### src/design/mmrb_pkg.sv
// ----------------------------------------------------------------------------
// mmrb_pkg
// shared types and constants for the min/max rescale-to-byte block
// ----------------------------------------------------------------------------
package mmrb_pkg;

    // sample and arithmetic widths
    localparam int SampleW = 32;
    localparam int RangeW  = 32;
    localparam int ByteW   = 8;
    localparam int QuotBits = ByteW;
    localparam int CntW    = $clog2(QuotBits);
    // numerator d*510 + range needs nine more bits than the range
    localparam int NumW    = RangeW + 9;
    // divisor 2*range
    localparam int DenW    = RangeW + 1;
    // partial remainder stays below the divisor
    localparam int RemW    = DenW;

    // input word kinds
    localparam logic KindMeasure = 1'b0;
    localparam logic KindConvert = 1'b1;

    // controller states
    typedef enum logic [2:0] {
        ST_IDLE,
        ST_CLAMP,
        ST_PREP,
        ST_NUM,
        ST_DIV,
        ST_DONE
    } t_state;

    // controller to datapath commands
    typedef struct packed {
        logic capture;
        logic clamp;
        logic prep;
        logic num;
        logic div_step;
        logic load_out;
    } t_cmd;

    // datapath to controller status
    typedef struct packed {
        logic div_last;
        logic out_free;
    } t_sts;

endpackage

### src/design/mmrb_ctrl.sv
// ----------------------------------------------------------------------------
// mmrb_ctrl
// sequencer for one word at a time: clamp, prepare, divide, hand off result
// ----------------------------------------------------------------------------
module mmrb_ctrl (
    input  logic             i_clk,
    input  logic             i_rst_n,
    input  logic             i_in_valid,
    input  logic             i_kind,
    input  mmrb_pkg::t_sts   i_sts,
    output logic             o_in_ready,
    output mmrb_pkg::t_cmd   o_cmd
);

    mmrb_pkg::t_state r_state;
    mmrb_pkg::t_state n_state;
    logic             accept;

    assign accept = i_in_valid && (r_state == mmrb_pkg::ST_IDLE);

    // state register
    always_ff @(posedge i_clk) begin
        if (!i_rst_n) begin
            r_state <= mmrb_pkg::ST_IDLE;
        end else begin
            r_state <= n_state;
        end
    end

    // next state
    always_comb begin
        n_state = r_state;
        unique case (r_state)
            mmrb_pkg::ST_IDLE: begin
                if (accept && (i_kind == mmrb_pkg::KindConvert)) begin
                    n_state = mmrb_pkg::ST_CLAMP;
                end
            end
            mmrb_pkg::ST_CLAMP: n_state = mmrb_pkg::ST_PREP;
            mmrb_pkg::ST_PREP:  n_state = mmrb_pkg::ST_NUM;
            mmrb_pkg::ST_NUM:   n_state = mmrb_pkg::ST_DIV;
            mmrb_pkg::ST_DIV: begin
                if (i_sts.div_last) begin
                    n_state = mmrb_pkg::ST_DONE;
                end
            end
            mmrb_pkg::ST_DONE: begin
                if (i_sts.out_free) begin
                    n_state = mmrb_pkg::ST_IDLE;
                end
            end
            default: n_state = mmrb_pkg::ST_IDLE;
        endcase
    end

    // outputs
    always_comb begin
        o_in_ready = 1'b0;
        o_cmd      = '0;
        unique case (r_state)
            mmrb_pkg::ST_IDLE: begin
                o_in_ready  = 1'b1;
                o_cmd.capture = accept;
            end
            mmrb_pkg::ST_CLAMP: o_cmd.clamp    = 1'b1;
            mmrb_pkg::ST_PREP:  o_cmd.prep     = 1'b1;
            mmrb_pkg::ST_NUM:   o_cmd.num      = 1'b1;
            mmrb_pkg::ST_DIV:   o_cmd.div_step = 1'b1;
            mmrb_pkg::ST_DONE:  o_cmd.load_out = i_sts.out_free;
            default: o_cmd = '0;
        endcase
    end

endmodule

### src/design/mmrb_dpath.sv
// ----------------------------------------------------------------------------
// mmrb_dpath
// bound tracking, clamp, numerator build, radix-2 restoring divider, output
// ----------------------------------------------------------------------------
module mmrb_dpath (
    input  logic                            i_clk,
    input  logic                            i_rst_n,
    input  mmrb_pkg::t_cmd                  i_cmd,
    input  logic                            i_kind,
    input  logic                            i_first,
    input  logic signed [mmrb_pkg::SampleW-1:0] i_sample,
    input  logic                            i_out_ready,
    output mmrb_pkg::t_sts                  o_sts,
    output logic                            o_out_valid,
    output logic [mmrb_pkg::ByteW-1:0]      o_byte_value
);

    logic signed [mmrb_pkg::SampleW-1:0] r_lo;
    logic signed [mmrb_pkg::SampleW-1:0] r_hi;
    logic signed [mmrb_pkg::SampleW-1:0] r_x;
    logic signed [mmrb_pkg::SampleW-1:0] r_xs;
    logic [mmrb_pkg::RangeW-1:0]         r_d;
    logic [mmrb_pkg::RangeW-1:0]         r_range;
    logic                                r_zero;
    logic [mmrb_pkg::RemW-1:0]           r_rem;
    logic [mmrb_pkg::QuotBits-1:0]       r_nlow;
    logic [mmrb_pkg::DenW-1:0]           r_den;
    logic [mmrb_pkg::QuotBits-1:0]       r_q;
    logic [mmrb_pkg::CntW-1:0]           r_cnt;
    logic                                r_out_valid;
    logic [mmrb_pkg::ByteW-1:0]          r_out_byte;

    logic signed [mmrb_pkg::SampleW:0]   diff_d;
    logic signed [mmrb_pkg::SampleW:0]   diff_r;
    logic [mmrb_pkg::NumW-1:0]           num;
    logic [mmrb_pkg::RemW:0]             rem_sh;
    logic [mmrb_pkg::RemW:0]             rem_sub;
    logic                                q_bit;

    // running minimum and maximum, updated on a measure word
    always_ff @(posedge i_clk) begin
        if (!i_rst_n) begin
            r_lo <= '0;
            r_hi <= '0;
        end else if (i_cmd.capture && (i_kind == mmrb_pkg::KindMeasure)) begin
            if (i_first) begin
                r_lo <= i_sample;
                r_hi <= i_sample;
            end else begin
                if (i_sample < r_lo) r_lo <= i_sample;
                if (i_sample > r_hi) r_hi <= i_sample;
            end
        end
    end

    // differences against the low bound, both non-negative after the clamp
    assign diff_d = {r_xs[mmrb_pkg::SampleW-1], r_xs} - {r_lo[mmrb_pkg::SampleW-1], r_lo};
    assign diff_r = {r_hi[mmrb_pkg::SampleW-1], r_hi} - {r_lo[mmrb_pkg::SampleW-1], r_lo};

    // numerator d*510 + range as (d << 9) - (d << 1) + range
    assign num = {r_d, 9'b0}
               - {{(mmrb_pkg::NumW-mmrb_pkg::RangeW-1){1'b0}}, r_d, 1'b0}
               + {{(mmrb_pkg::NumW-mmrb_pkg::RangeW){1'b0}}, r_range};

    // one restoring divide step
    assign rem_sh  = {r_rem, r_nlow[mmrb_pkg::QuotBits-1]};
    assign q_bit   = (rem_sh >= {1'b0, r_den});
    assign rem_sub = rem_sh - {1'b0, r_den};

    // convert path registers
    always_ff @(posedge i_clk) begin
        if (i_cmd.capture) begin
            r_x <= i_sample;
        end
        if (i_cmd.clamp) begin
            if (r_x < r_lo) begin
                r_xs <= r_lo;
            end else if (r_x > r_hi) begin
                r_xs <= r_hi;
            end else begin
                r_xs <= r_x;
            end
        end
        if (i_cmd.prep) begin
            r_d     <= diff_d[mmrb_pkg::RangeW-1:0];
            r_range <= diff_r[mmrb_pkg::RangeW-1:0];
        end
        if (i_cmd.num) begin
            // quotient stays below 256, so the top bits already sit below the divisor
            r_rem  <= num[mmrb_pkg::NumW-1:mmrb_pkg::QuotBits];
            r_nlow <= num[mmrb_pkg::QuotBits-1:0];
            r_den  <= {r_range, 1'b0};
            r_zero <= (r_range == '0);
        end
        if (i_cmd.div_step) begin
            r_rem  <= q_bit ? rem_sub[mmrb_pkg::RemW-1:0] : rem_sh[mmrb_pkg::RemW-1:0];
            r_nlow <= {r_nlow[mmrb_pkg::QuotBits-2:0], 1'b0};
            r_q    <= {r_q[mmrb_pkg::QuotBits-2:0], q_bit};
        end
        if (i_cmd.load_out) begin
            r_out_byte <= r_zero ? '0 : r_q;
        end
    end

    // divide step counter
    always_ff @(posedge i_clk) begin
        if (!i_rst_n) begin
            r_cnt <= '0;
        end else if (i_cmd.num) begin
            r_cnt <= '0;
        end else if (i_cmd.div_step) begin
            r_cnt <= r_cnt + 1'b1;
        end
    end

    // output word register
    always_ff @(posedge i_clk) begin
        if (!i_rst_n) begin
            r_out_valid <= 1'b0;
        end else if (i_cmd.load_out) begin
            r_out_valid <= 1'b1;
        end else if (i_out_ready) begin
            r_out_valid <= 1'b0;
        end
    end

    assign o_sts.div_last = (r_cnt == mmrb_pkg::CntW'(mmrb_pkg::QuotBits - 1));
    assign o_sts.out_free = !r_out_valid || i_out_ready;
    assign o_out_valid    = r_out_valid;
    assign o_byte_value   = r_out_byte;

endmodule

### src/design/min_max_rescale_to_byte_top.sv
// measure word: bounds updated at acceptance, input stays ready, no output word
// convert word: clamp, prepare, numerator and divide steps, then the output word is loaded
// once its register is free; no word is taken before then; 8-step restoring divider
// an output word may wait in its register while the next word is accepted
// synchronous active-low reset clears both bounds to zero and empties the output
// ----------------------------------------------------------------------------
// min_max_rescale_to_byte_top
// rescales Q16.16 samples to bytes against a tracked minimum and maximum
// ----------------------------------------------------------------------------
module min_max_rescale_to_byte_top (
    input  logic                                i_clk,
    input  logic                                i_rst_n,
    input  logic                                i_in_valid,
    output logic                                o_in_ready,
    input  logic                                i_kind,
    input  logic                                i_first,
    input  logic signed [mmrb_pkg::SampleW-1:0] i_sample,
    output logic                                o_out_valid,
    input  logic                                i_out_ready,
    output logic [mmrb_pkg::ByteW-1:0]          o_byte_value
);

    mmrb_pkg::t_cmd cmd;
    mmrb_pkg::t_sts sts;

    // sequencer
    mmrb_ctrl u_ctrl (
        .i_clk      (i_clk),
        .i_rst_n    (i_rst_n),
        .i_in_valid (i_in_valid),
        .i_kind     (i_kind),
        .i_sts      (sts),
        .o_in_ready (o_in_ready),
        .o_cmd      (cmd)
    );

    // arithmetic and storage
    mmrb_dpath u_dpath (
        .i_clk        (i_clk),
        .i_rst_n      (i_rst_n),
        .i_cmd        (cmd),
        .i_kind       (i_kind),
        .i_first      (i_first),
        .i_sample     (i_sample),
        .i_out_ready  (i_out_ready),
        .o_sts        (sts),
        .o_out_valid  (o_out_valid),
        .o_byte_value (o_byte_value)
    );

endmodule

### config.mk
export PLATFORM = sky130hd
export DESIGN_NAME = min_max_rescale_to_byte_top
export DESIGN_NICKNAME = d
export VERILOG_FILES = /design/src/design/mmrb_pkg.sv /design/src/design/mmrb_ctrl.sv /design/src/design/mmrb_dpath.sv /design/src/design/min_max_rescale_to_byte_top.sv
export SDC_FILE = /design/constraint.sdc
export NUM_CORES = 1
export LEC_CHECK = 0
export ABC_AREA = 0
export BUFFER_PORTS_ARGS = -buffer_cell sky130_fd_sc_hd__buf_4
export CAP_MARGIN = 5
export CORE_MARGIN = 1.5
export CORE_UTILIZATION = 45
export DETAILED_ROUTE_END_ITERATION = 7
export MAX_ROUTING_LAYER = met4
export SYNTH_ARGS = -nofsm -noshare
export SYNTH_HDL_FRONTEND = slang
export SYNTH_SLANG_ARGS = --single-unit
### constraint.sdc
create_clock -name i_clk -period 11.7 [get_ports i_clk]
set_input_delay 2.925 -clock i_clk [delete_from_list [all_inputs] [get_ports i_clk]]
set_output_delay 2.925 -clock i_clk [all_outputs]
set_load 0.02 [all_outputs]
==> impl_results.md, run 1 <==
* Outcome: completed
* CP arrival at 5.97 ns
* DRC Markers at 0
* Maxcap violations at 0
* Final Instance Area at 0.0232 sq mm
* Family with the most delay on the worst path: compound AO/OA/AOI/OAI gates
* Compound-Gate Fraction of Synth Area at 0.176
* Mapped Area at 0.0211 sq mm
* Rel. slew slack at 0.201
* Syn Nets at approximately 2500
* Post-Route WL at about 51000 um
* EDFF count, synth at 217
* Worst hold slack at 0.437 ns
* CTS sink count at between 200 and 300
* Clock Latency Late Sink at around 0.54 ns
* # IOs at 48
* Inst Count DP at approximately 2800
* Vias in the first global route at 15504
* Most frequent CP cell: o21ai_0
* Die width at 219 um
* Initial cell density of the core at 0.455
* Fraction of registers with async set/reset at 0
* Leak pwr at between 9 and 10 nW
* Syn avg cell area at about 9.6 sq um
* DP Area at about 0.022 sq mm
* CORE AREA at 0.0464 sq mm
* Post-synthesis adder-cell area fraction at 0.185
* First-pass GRT wire length at 81500 um
* Wire per inst at 17.9 um
* Crit path max-delay cell type: o31a_2
* CP peak stage delay at 0.96 ns
* Finish-stage setup viols at 0
* Fraction of synthesized area in multiplexers at 0.0328
* Largest family of logic cells by synthesized area: adder cells
* RSZ-0062 raised after global routing: no
* Global route total overflow at 0
* Worst slew pin tran at roughly 1.2 ns
* Routed Antenna Nets at 0
* Worst EP required at between 10 and 15 ns
* CTS tree: built
* FMAX at between 150 and 200 MHz
* Synth Area in Simple Gates at 0.129
* Final setup TNS at 0 ns
* PortBufs at 47
* PwrDens at 148 mW/mm^2
* Seq cells post-synth at between 200 and 300
* Crit path launch type: primary input
* Ant. Diodes at 0
* Vias after detailed routing at 15795
* First drt pass iteration count at 5
* DR iter-0 viols at between 700 and 800
* CP max FO at 64
* Period Utilization, post-route at 0.479
* Largest net degree at the start of global routing at ~100
* Htree depth at 2
* CTS Buffer Depth at 3
* Seq/Total Area, Yosys at 0.378
* Largest cells by area after synthesis: edfxtp_1 (31%), ha_1 (16%), dfxtp_1 (6.8%), a21o_1 (4.2%), inv_1 (4.0%)
* DIE AREA at 0.0481 sq mm
* Cells after Synth at 2193
* Number of max-slew violations in the final report at 0
* Critical path, cell by cell: buf_4 > ha_1 > a21o_1 > a221oi_1 > o21ai_0 > a21oi_1 > o21ai_0 > a311o_1 > a21oi_1 > o31a_2 > o21ai_0
* Final worst path period need at 5.61 ns
* Tot GR Track Use at 0.221
* Number of buffers and inverters on the critical path at 1
* Area delta synth->final at 10.3%
* Worst min path class: reg2reg
* Most used DFF post-synth: edfxtp_1
* Top-area cell type share of the netlist area at 0.309
* Critical path class: in2reg
* Post-CTS Hold Buffers at 0
* RePlAce Congestion at 0.914
* Hold violation total from the final report at 0
* Post-Route Skew at 0.0148 ns
* CTS Buf Count at 34
* Clock-pin slew on the worst setup and hold paths at around 0.060 ns
* Synth cell types at roughly 70
* Final Power at ~3.4 mW
* Worst VDD drop at approximately 120 uV
* Finished Layout Cells at about 2900
* Share of cells above drive strength 1 at 0.0576
* Hpwl dp at approximately 40000 um
* Routed vias/inst at 5.52
* Setup crit end kind: flip-flop
* Xor/xnor share of the synthesized area at 0.0490
* Initial antenna violation count at 0
* Overall die height at around 220 um
* Fin nets at 2565
* Synth area leader: edfxtp_1
* CTS Root Cell: clkbuf_16
* Row cnt at 79
* Post-CTS resize count at 0
* Postcts setup bufs at 0
* Yosys Warn Count at 0
per-stage QoR:
| stage | setup slack [ns] | util |
|---|---|---|
| detailed placement | 5.54 | 0.476 |
| CTS | 6.10 | 0.501 |
| finish | 6.09 | 0.501 |
| global route | 5.81 | 0.501 |
| global placement | 5.61 | 0.476 |
| floorplan | 5.89 | - |
final cells by class:
class	instances	area [sq um]
clock buffers	45	955
clock inverters	16	198
fillers	4186	23100
inverters	226	848
multi-input cells	1624	12100
flip-flops and latches	289	7960
well taps	607	759
repair buffers	56	420
where the power goes:
part	switching, mW	internal (mW)
registers	0.0572	1.23
clock network	0.426	0.666
logic	0.610	0.456
layer usage:
layer | GRT usage | routed length, um | vias to the layer above
met5 | - | 0 | -
met4 | 0.0863 | 2020 | 0
met3 | 0.0283 | 1520 | 91
met2 | 0.352 | 23400 | 243
met1 | 0.286 | 24200 | 7447
li1 | - | - | 8014
layout by cell type, fill, tap and decap left out, types with 5 or more instances in the layout:
cell | Yosys | routed
ha_1 | 269 | 269
inv_1 | 225 | 223
edfxtp_1 | 217 | 217
nand2_1 | 182 | 181
o21ai_0 | 167 | 167
a21oi_1 | 155 | 155
a21o_1 | 117 | 117
nor2_1 | 83 | 83
dfxtp_1 | 72 | 72
xnor2_1 | 69 | 69
mux2i_1 | 69 | 68
nor2b_1 | 64 | 64
buf_4 | 0 | 56
nand3_1 | 55 | 55
xor2_1 | 49 | 49
nand4_1 | 40 | 40
clkbuf_16 | 0 | 36
o21a_1 | 30 | 30
nand2b_1 | 27 | 27
fa_1 | 27 | 27
o211ai_1 | 23 | 23
nor3_1 | 18 | 18
a31oi_1 | 16 | 16
and3_1 | 15 | 15
nor4_1 | 15 | 15
and2_1 | 15 | 15
a211oi_1 | 13 | 13
o21bai_1 | 10 | 10
clkbuf_1 | 48 | 7
or3_1 | 6 | 6
or4_1 | 5 | 5
a221oi_1 | 5 | 5
a41oi_1 | 5 | 5
a21boi_0 | 5 | 5
nor3b_1 | 7 | 5
cell families (layout without fill, tap and decap cells):
kind of cell	Yosys count	in the layout
AOI/OAI and AO/OA	594	594
and+or+nand+nor	547	547
adders and majority gates	296	296
DFF	289	289
buffers and inverters	280	343
xor gates and xnor gates	118	118
muxes	69	69
cells in the mapped netlist, drive strengths merged (27+ instances only):
cell type    n
dfxtp       72
nand2      182
nand2b      27
a21oi      157
edfxtp     217
fa          27
nand3       55
nor2b       64
o21ai      171
nor2        83
a21o       117
mux2i       69
o21a        30
xor2        49
inv        226
ha         269
clkbuf      48
nand4       40
xnor2       69
flip-flops by register name, summed over array words and instances (netlist names):
register	count
u_dpath.o_out_valid	1
u_dpath.r_xs	32
u_dpath.r_den	32
u_dpath.r_hi	32
u_dpath.r_rem	33
u_dpath.r_zero	1
u_ctrl.r_state	3
u_dpath.r_cnt	3
u_dpath.r_d	32
u_dpath.r_lo	32
u_dpath.o_byte_value	8
u_dpath.r_x	32
u_dpath.r_nlow	8
u_dpath.r_q	8
u_dpath.r_range	32
path summary, 6_finish.rpt:
kind,start,endpoint,slack [ns],cells after the start
worst min-delay path,u_dpath.r_q[5],u_dpath.r_q[6],0.44,0
worst min register to register,u_dpath.r_q[5],u_dpath.r_q[6],0.44,0
worst max register to register,u_dpath.r_range[1],u_dpath.r_rem[31],7.25,13
worst max-delay path,i_sample[5],u_dpath.r_lo[11],6.09,11
Power figures use the tool's default switching activity.
==> run 2, diff against run 1 <==
==> constraint.sdc (replaced) <==
create_clock -name i_clk -period 4.96 [get_ports i_clk]
set_input_delay 1.24 -clock i_clk [delete_from_list [all_inputs] [get_ports i_clk]]
set_output_delay 1.24 -clock i_clk [all_outputs]
set_load 0.02 [all_outputs]
==> impl_results.md, run 2 (synthesis results as in run 1) <==
* Post-Route Skew at 0.0183 ns (was 0.0148 ns)
* Worst VDD drop at 221 uV (was 116 uV)
* Number of buffers and inverters on the critical path at 0 (was 1)
* Worst min path class: reg2reg (unchanged)
* Share of cells above drive strength 1 at 0.0588 (was 0.0576)
* Maxcap violations at 0 (unchanged)
* Initial antenna violation count at 0 (unchanged)
* Critical path, cell by cell: ha_1 > fa_1 > and4_1 > a2111oi_0 > o21ai_0 > a21o_1 > a41oi_2 > o21ai_1 > a31o_2 > o31ai_1 > mux2i_1 > a41oi_1 > a21oi_1 (was buf_4 > ha_1 > a21o_1 > a221oi_1 > o21ai_0 > a21oi_1 > o21ai_0 > a311o_1 > a21oi_1 > o31a_2 > o21ai_0)
* Max reg flops at 33 (unchanged)
* Fin nets at 2570 (was 2565)
* Number of max-slew violations in the final report at 0 (unchanged)
* Final setup TNS at 0 ns (unchanged)
* CP max FO at 3 (was 64)
* Crit path max-delay cell type: a2111oi_0 (was o31a_2)
* Clock-pin slew on the worst setup and hold paths at 0.06 ns (about the same)
* Setup crit end kind: flip-flop (unchanged)
* First-pass GRT wire length at 81400 um (was 81500 um)
* Finished Core Util at 0.502 (was 0.501)
* Fin worst setup slack at 0.831 ns (was 6.09 ns)
* Commonest non-fill, non-tap cell in the layout: ha_1 (unchanged)
* Hpwl dp at 39600 um (was 39900 um)
* First drt pass iteration count at 6 (was 5)
* Ant. Diodes at 0 (unchanged)
* Post-CTS Hold Buffers at 0 (unchanged)
* Rel. slew slack at 0.311 (was 0.201)
* Global route total overflow at 0 (unchanged)
* Crit path launch type: flip-flop (was primary input)
* Hold violation total from the final report at 0 (unchanged)
* Filler cells at 4241 (was 4186)
* Vias in the first global route at 15593 (was 15504)
* Commonest non-fill, non-tap cells in the layout: ha_1 (269), inv_1 (223), edfxtp_1 (217) (unchanged)
* Finish-stage setup viols at 0 (unchanged)
* Area of the multi-input gates at 0.0121 sq mm (about the same)
* Family with the most delay on the worst path: compound AO/OA/AOI/OAI gates (unchanged)
* Largest net degree at the start of global routing at 102 (unchanged)
* Finished Layout Cells at 2867 (was 2863)
* CORE AREA at 0.0464 sq mm (unchanged)
* Final worst path period need at 4.13 ns
* Worst EP required at 5.36 ns (was 12.07 ns)
* # IOs at 48 (unchanged)
* Outcome: completed (unchanged)
* DR iter-0 viols at 887 (was 754)
* RePlAce Congestion at 0.907 (was 0.914)
* Htree depth at 2 (unchanged)
* Overall die height at 219 um (unchanged)
* CTS Buf Count at 34 (unchanged)
* Clock Latency Late Sink at 0.54 ns (about the same)
* RSZ-0062 raised after global routing: no (unchanged)
* Post-Route WL at 50400 um (was 51100 um)
* Largest reg by FF count: u_dpath.r_rem (unchanged)
* Die width at 219 um (unchanged)
* Routed vias/inst at 5.48 (was 5.52)
* PwrDens at 347 mW/mm^2 (was 148 mW/mm^2)
* Critical path class: reg2reg (was in2reg)
* Post-CTS resize count at 0 (unchanged)
* CTS tree: built (unchanged)
* CP arrival at 4.53 ns (was 5.97 ns)
* Routed Antenna Nets at 0 (unchanged)
* Worst slew pin tran at 1.01 ns (was 1.20 ns)
* FMAX at 242 MHz
* CP peak stage delay at 0.52 ns (was 0.96 ns)
* CTS sink count at 289 (unchanged)
* CTS Root Cell: clkbuf_16 (unchanged)
* Register area at 0.00796 sq mm (unchanged)
* Final Power at 8.08 mW (was 3.45 mW)
* CTS Buffer Depth at 3 (unchanged)
* DRC Markers at 0 (unchanged)
* Tot GR Track Use at 0.220 (was 0.221)
* Period Utilization, post-route at 0.833
* Vias after detailed routing at 15698 (was 15795)
* Leak pwr at 9.90 nW (was 9.89 nW)
* Wire per inst at 17.6 um (was 17.9 um)
* DIE AREA at 0.0481 sq mm (unchanged)
* Initial cell density of the core at 0.455 (unchanged)
* PortBufs at 47 (unchanged)
* Area delta synth->final at 10.3% (about the same)
* Inst Count DP at 2807 (was 2802)
* Row cnt at 79 (unchanged)
* Postcts setup bufs at 0 (unchanged)
* Pre-CTS setup slack at 0.799 ns (was 5.54 ns)
run 2: per-layer routing:
metal | GRT usage | vias to the layer above | share of wire
met5 | - | - | 0
li1 | - | 8006 | -
met3 | 0.0266 | 88 | 0.039
met2 | 0.346 | 299 | 0.45
met1 | 0.293 | 7305 | 0.48
met4 | 0.0747 | 0 | 0.032
run 2: metrics by stage:
step / hold WS, ns / instance area (sq um)
2_1_floorplan: 0.418 / 21100
3_3_place_gp: 0.423 / 22100
3_5_place_dp: 0.427 / 22100
4_1_cts: 0.442 / 23300
5_1_grt: 0.456 / 23300
6_report: 0.445 / 23300
run 2: cell type report:
type                    instances  area share
multi-input cells            1624       0.521
repair buffers                 61      0.0197
clock inverters                13     0.00522
inverters                     226      0.0365
well taps                     607      0.0327
clock buffers                  47      0.0431
flip-flops and latches        289       0.342
run 2: worst paths after layout:
path | startpoint | end | slack [ns] | cells after the start
hold reg to reg | u_dpath.r_q[5] | u_dpath.r_q[6] | 0.44 | 0
setup reg to reg | u_dpath.r_range[1] | u_dpath.r_rem[31] | 0.83 | 13
hold / removal | u_dpath.r_q[5] | u_dpath.r_q[6] | 0.44 | 0
setup / recovery | u_dpath.r_range[1] | u_dpath.r_rem[31] | 0.83 | 13
run 2: worst register-to-register path, delay by kind of cell, from the launching register on:
| family | cells | cell delay (ns) |
|---|---|---|
| multiplexers | 1 | 0.22 |
| AND/OR/NAND/NOR | 1 | 0.23 |
| AO/OA/AOI/OAI | 9 | 2.28 |
| adder cells (fa/ha/maj) | 2 | 0.82 |
| flip-flops | 1 | 0.45 |
run 2: where the power goes:
part	internal, mW	switching [mW]
registers	2.90	0.138
clock network	1.52	1.01
logic	1.08	1.43
total	5.50	2.58
==> run 3, diff against run 2 <==
==> constraint.sdc (replaced) <==
create_clock -name i_clk -period 3.7 [get_ports i_clk]
set_input_delay 0.925 -clock i_clk [delete_from_list [all_inputs] [get_ports i_clk]]
set_output_delay 0.925 -clock i_clk [all_outputs]
set_load 0.02 [all_outputs]
==> impl_results.md, run 3 (synthesis results as in run 1) <==
* CTS tree: built (unchanged)
* Vias after detailed routing at 16091 (was 15698)
* Outcome: completed (unchanged)
* RePlAce Congestion at 0.892 (was 0.907)
* Routed vias/inst at 5.43 (was 5.48)
* Pre-CTS setup slack at -0.264 ns (was 0.799 ns)
* DIE AREA at 0.0481 sq mm (unchanged)
* Routed Antenna Nets at 0 (unchanged)
* Worst hold slack at 0.444 ns (was 0.445 ns)
* Crit path max-delay cell type: edfxtp_1 (was a2111oi_0)
* CORE AREA at 0.0464 sq mm (unchanged)
* Finish-stage setup viols at 0 (unchanged)
* Worst EP required at 4.08 ns (was 5.36 ns)
* Initial antenna violation count at 0 (unchanged)
* Fin nets at 2668 (was 2570)
* Largest reg by FF count: u_dpath.r_rem (unchanged)
* Post-CTS Hold Buffers at 0 (unchanged)
* Leak pwr at 10.4 nW (was 9.90 nW)
* Levels on crit path at 14 (was 13)
* Crit path launch type: flip-flop (unchanged)
* Overall die height at 219 um (unchanged)
* Critical path class: reg2reg (unchanged)
* DRC Markers at 0 (unchanged)
* DR iter-0 viols at 1027 (was 887)
* Number of buffers and inverters on the critical path at 1 (was 0)
* Reg2Reg Setup Slack at 0.17 ns (was 0.83 ns)
* Period Utilization, post-route at 0.955 (was 0.833)
* Hold violation total from the final report at 0 (unchanged)
* CTS sink count at 289 (unchanged)
* Final Instance Area at 0.0243 sq mm (was 0.0233 sq mm)
* Area delta synth->final at 15.4% (was 10.3%)
* FMAX at 283 MHz (was 242 MHz)
* Worst R2R End: u_dpath.r_rem[31] (unchanged)
* Critical path, cell by cell: ha_1 > ha_4 > a21o_1 > a2111oi_2 > buf_4 > o21ai_1 > a21o_1 > a41oi_2 > o21ai_2 > a31o_2 > o31ai_4 > mux2i_1 > a41oi_1 > a21oi_1 (was ha_1 > fa_1 > and4_1 > a2111oi_0 > o21ai_0 > a21o_1 > a41oi_2 > o21ai_1 > a31o_2 > o31ai_1 > mux2i_1 > a41oi_1 > a21oi_1)
* Wire per inst at 17.4 um (was 17.6 um)
* Clock-pin slew on the worst setup and hold paths at 0.06 ns (about the same)
* Maxcap violations at 0 (unchanged)
* CTS Buf Count at 35 (was 34)
* PortBufs at 47 (unchanged)
* CP max FO at 3 (unchanged)
* Rel. slew slack at 0.392 (was 0.311)
* Max reg flops at 33 (unchanged)
* Worst VDD drop at 336 uV (was 221 uV)
* Htree depth at 2 (unchanged)
* Post-Route Skew at 0.0144 ns (was 0.0183 ns)
* Row cnt at 79 (unchanged)
* First drt pass iteration count at 5 (was 6)
* Commonest non-fill, non-tap cell in the layout: ha_1 (unchanged)
* Fin worst setup slack at 0.168 ns (was 0.831 ns)
* Most frequent CP cell: a21o_1
* Hpwl dp at 40500 um (was 39600 um)
* Finished Core Util at 0.525 (was 0.502)
* Setup crit end kind: flip-flop (unchanged)
* RSZ-0062 raised after global routing: yes (was no)
* CP arrival at 3.91 ns (was 4.53 ns)
* Worst min path class: reg2reg (unchanged)
* FF-to-FF path depth at 14 (was 13)
* # IOs at 48 (unchanged)
* Inst Count DP at 2898 (was 2807)
* Reg-to-Reg Start: u_dpath.r_range[7] (was u_dpath.r_range[1])
* Largest net degree at the start of global routing at 73 (was 102)
* CTS Buffer Depth at 3 (unchanged)
* WHS Path Cells at 0 (unchanged)
* Finished Layout Cells at 2966 (was 2867)
* Clock Latency Late Sink at 0.55 ns (was 0.54 ns)
* Tot GR Track Use at 0.223 (was 0.220)
* Commonest non-fill, non-tap cells in the layout: ha_1 (259), inv_1 (218), edfxtp_1 (217) (was ha_1 (269), inv_1 (223), edfxtp_1 (217))
* CP peak stage delay at 0.44 ns (was 0.52 ns)
* Global route total overflow at 0 (unchanged)
* PwrDens at 468 mW/mm^2 (was 347 mW/mm^2)
* Ant. Diodes at 0 (unchanged)
* Family with the most delay on the worst path: compound AO/OA/AOI/OAI gates (unchanged)
* First-pass GRT wire length at 82300 um (was 81400 um)
* Worst setup path startpoint: u_dpath.r_range[7] (was u_dpath.r_range[1])
* Worst slew pin tran at 0.904 ns (was 1.01 ns)
* Vias in the first global route at 15835 (was 15593)
* Die width at 219 um (unchanged)
* Number of max-slew violations in the final report at 0 (unchanged)
* DP Area at 0.0229 sq mm (was 0.0221 sq mm)
* CTS Root Cell: clkbuf_16 (unchanged)
* Final worst path period need at 3.53 ns (was 4.13 ns)
* Initial cell density of the core at 0.455 (unchanged)
* Share of cells above drive strength 1 at 0.114 (was 0.0588)
* Post-Route WL at 51500 um (was 50400 um)
* CP endpoint: u_dpath.r_rem[31] (unchanged)
run 3: metal layers:
layer | global-route usage | up-vias | part of all wire
li1 | - | 8217 | -
met2 | 0.350 | 253 | 0.45
met1 | 0.300 | 7536 | 0.49
met5 | - | - | 0
met4 | 0.0806 | 0 | 0.034
met3 | 0.0219 | 85 | 0.026
run 3: area by class of cell:
class                      instances  area [sq um]
clock buffer                      43           968
timing repair buffer             158          1250
clock inverter                    19           214
fill                            4222         22000
sequential                       289          7960
tap                              607           759
multi-input combinational       1624         12300
inverter                         226           848
run 3: worst min path at each step:
stage / from / to / slack, ns
final: u_dpath.r_q[5] / u_dpath.r_q[6] / 0.44
after global routing: u_dpath.r_q[4] / u_dpath.r_q[5] / 0.47
after CTS: u_dpath.r_q[4] / u_dpath.r_q[5] / 0.44
after detailed placement: u_dpath.r_q[4] / u_dpath.r_q[5] / 0.43
after global placement: u_dpath.r_q[5] / u_dpath.r_q[6] / 0.42
after floorplan: u_dpath.r_q[0] / u_dpath.r_q[1] / 0.42
run 3: per-stage QoR:
step           setup TNS [ns]  power (mW)
2_1_floorplan               0        6.64
3_3_place_gp           -0.337        7.70
3_5_place_dp           -0.617        7.77
4_1_cts                     0        11.4
5_1_grt               -0.0321        12.0
6_report                    0        11.4
run 3: power by group:
group / leakage, nW / total, mW / internal, mW / switching (mW)
sequential: 2.58 / 4.06 / 3.89 / 0.169
combinational: 7.28 / 3.79 / 1.73 / 2.06
clock: 0.576 / 3.52 / 2.15 / 1.37
run 3: timing repair:
item | CTS | global route
setup buffers | 1 | 5
setup endpoints to repair | 6 | 11
gates resized for setup | 9 | 36
pin swaps | 2 | 11
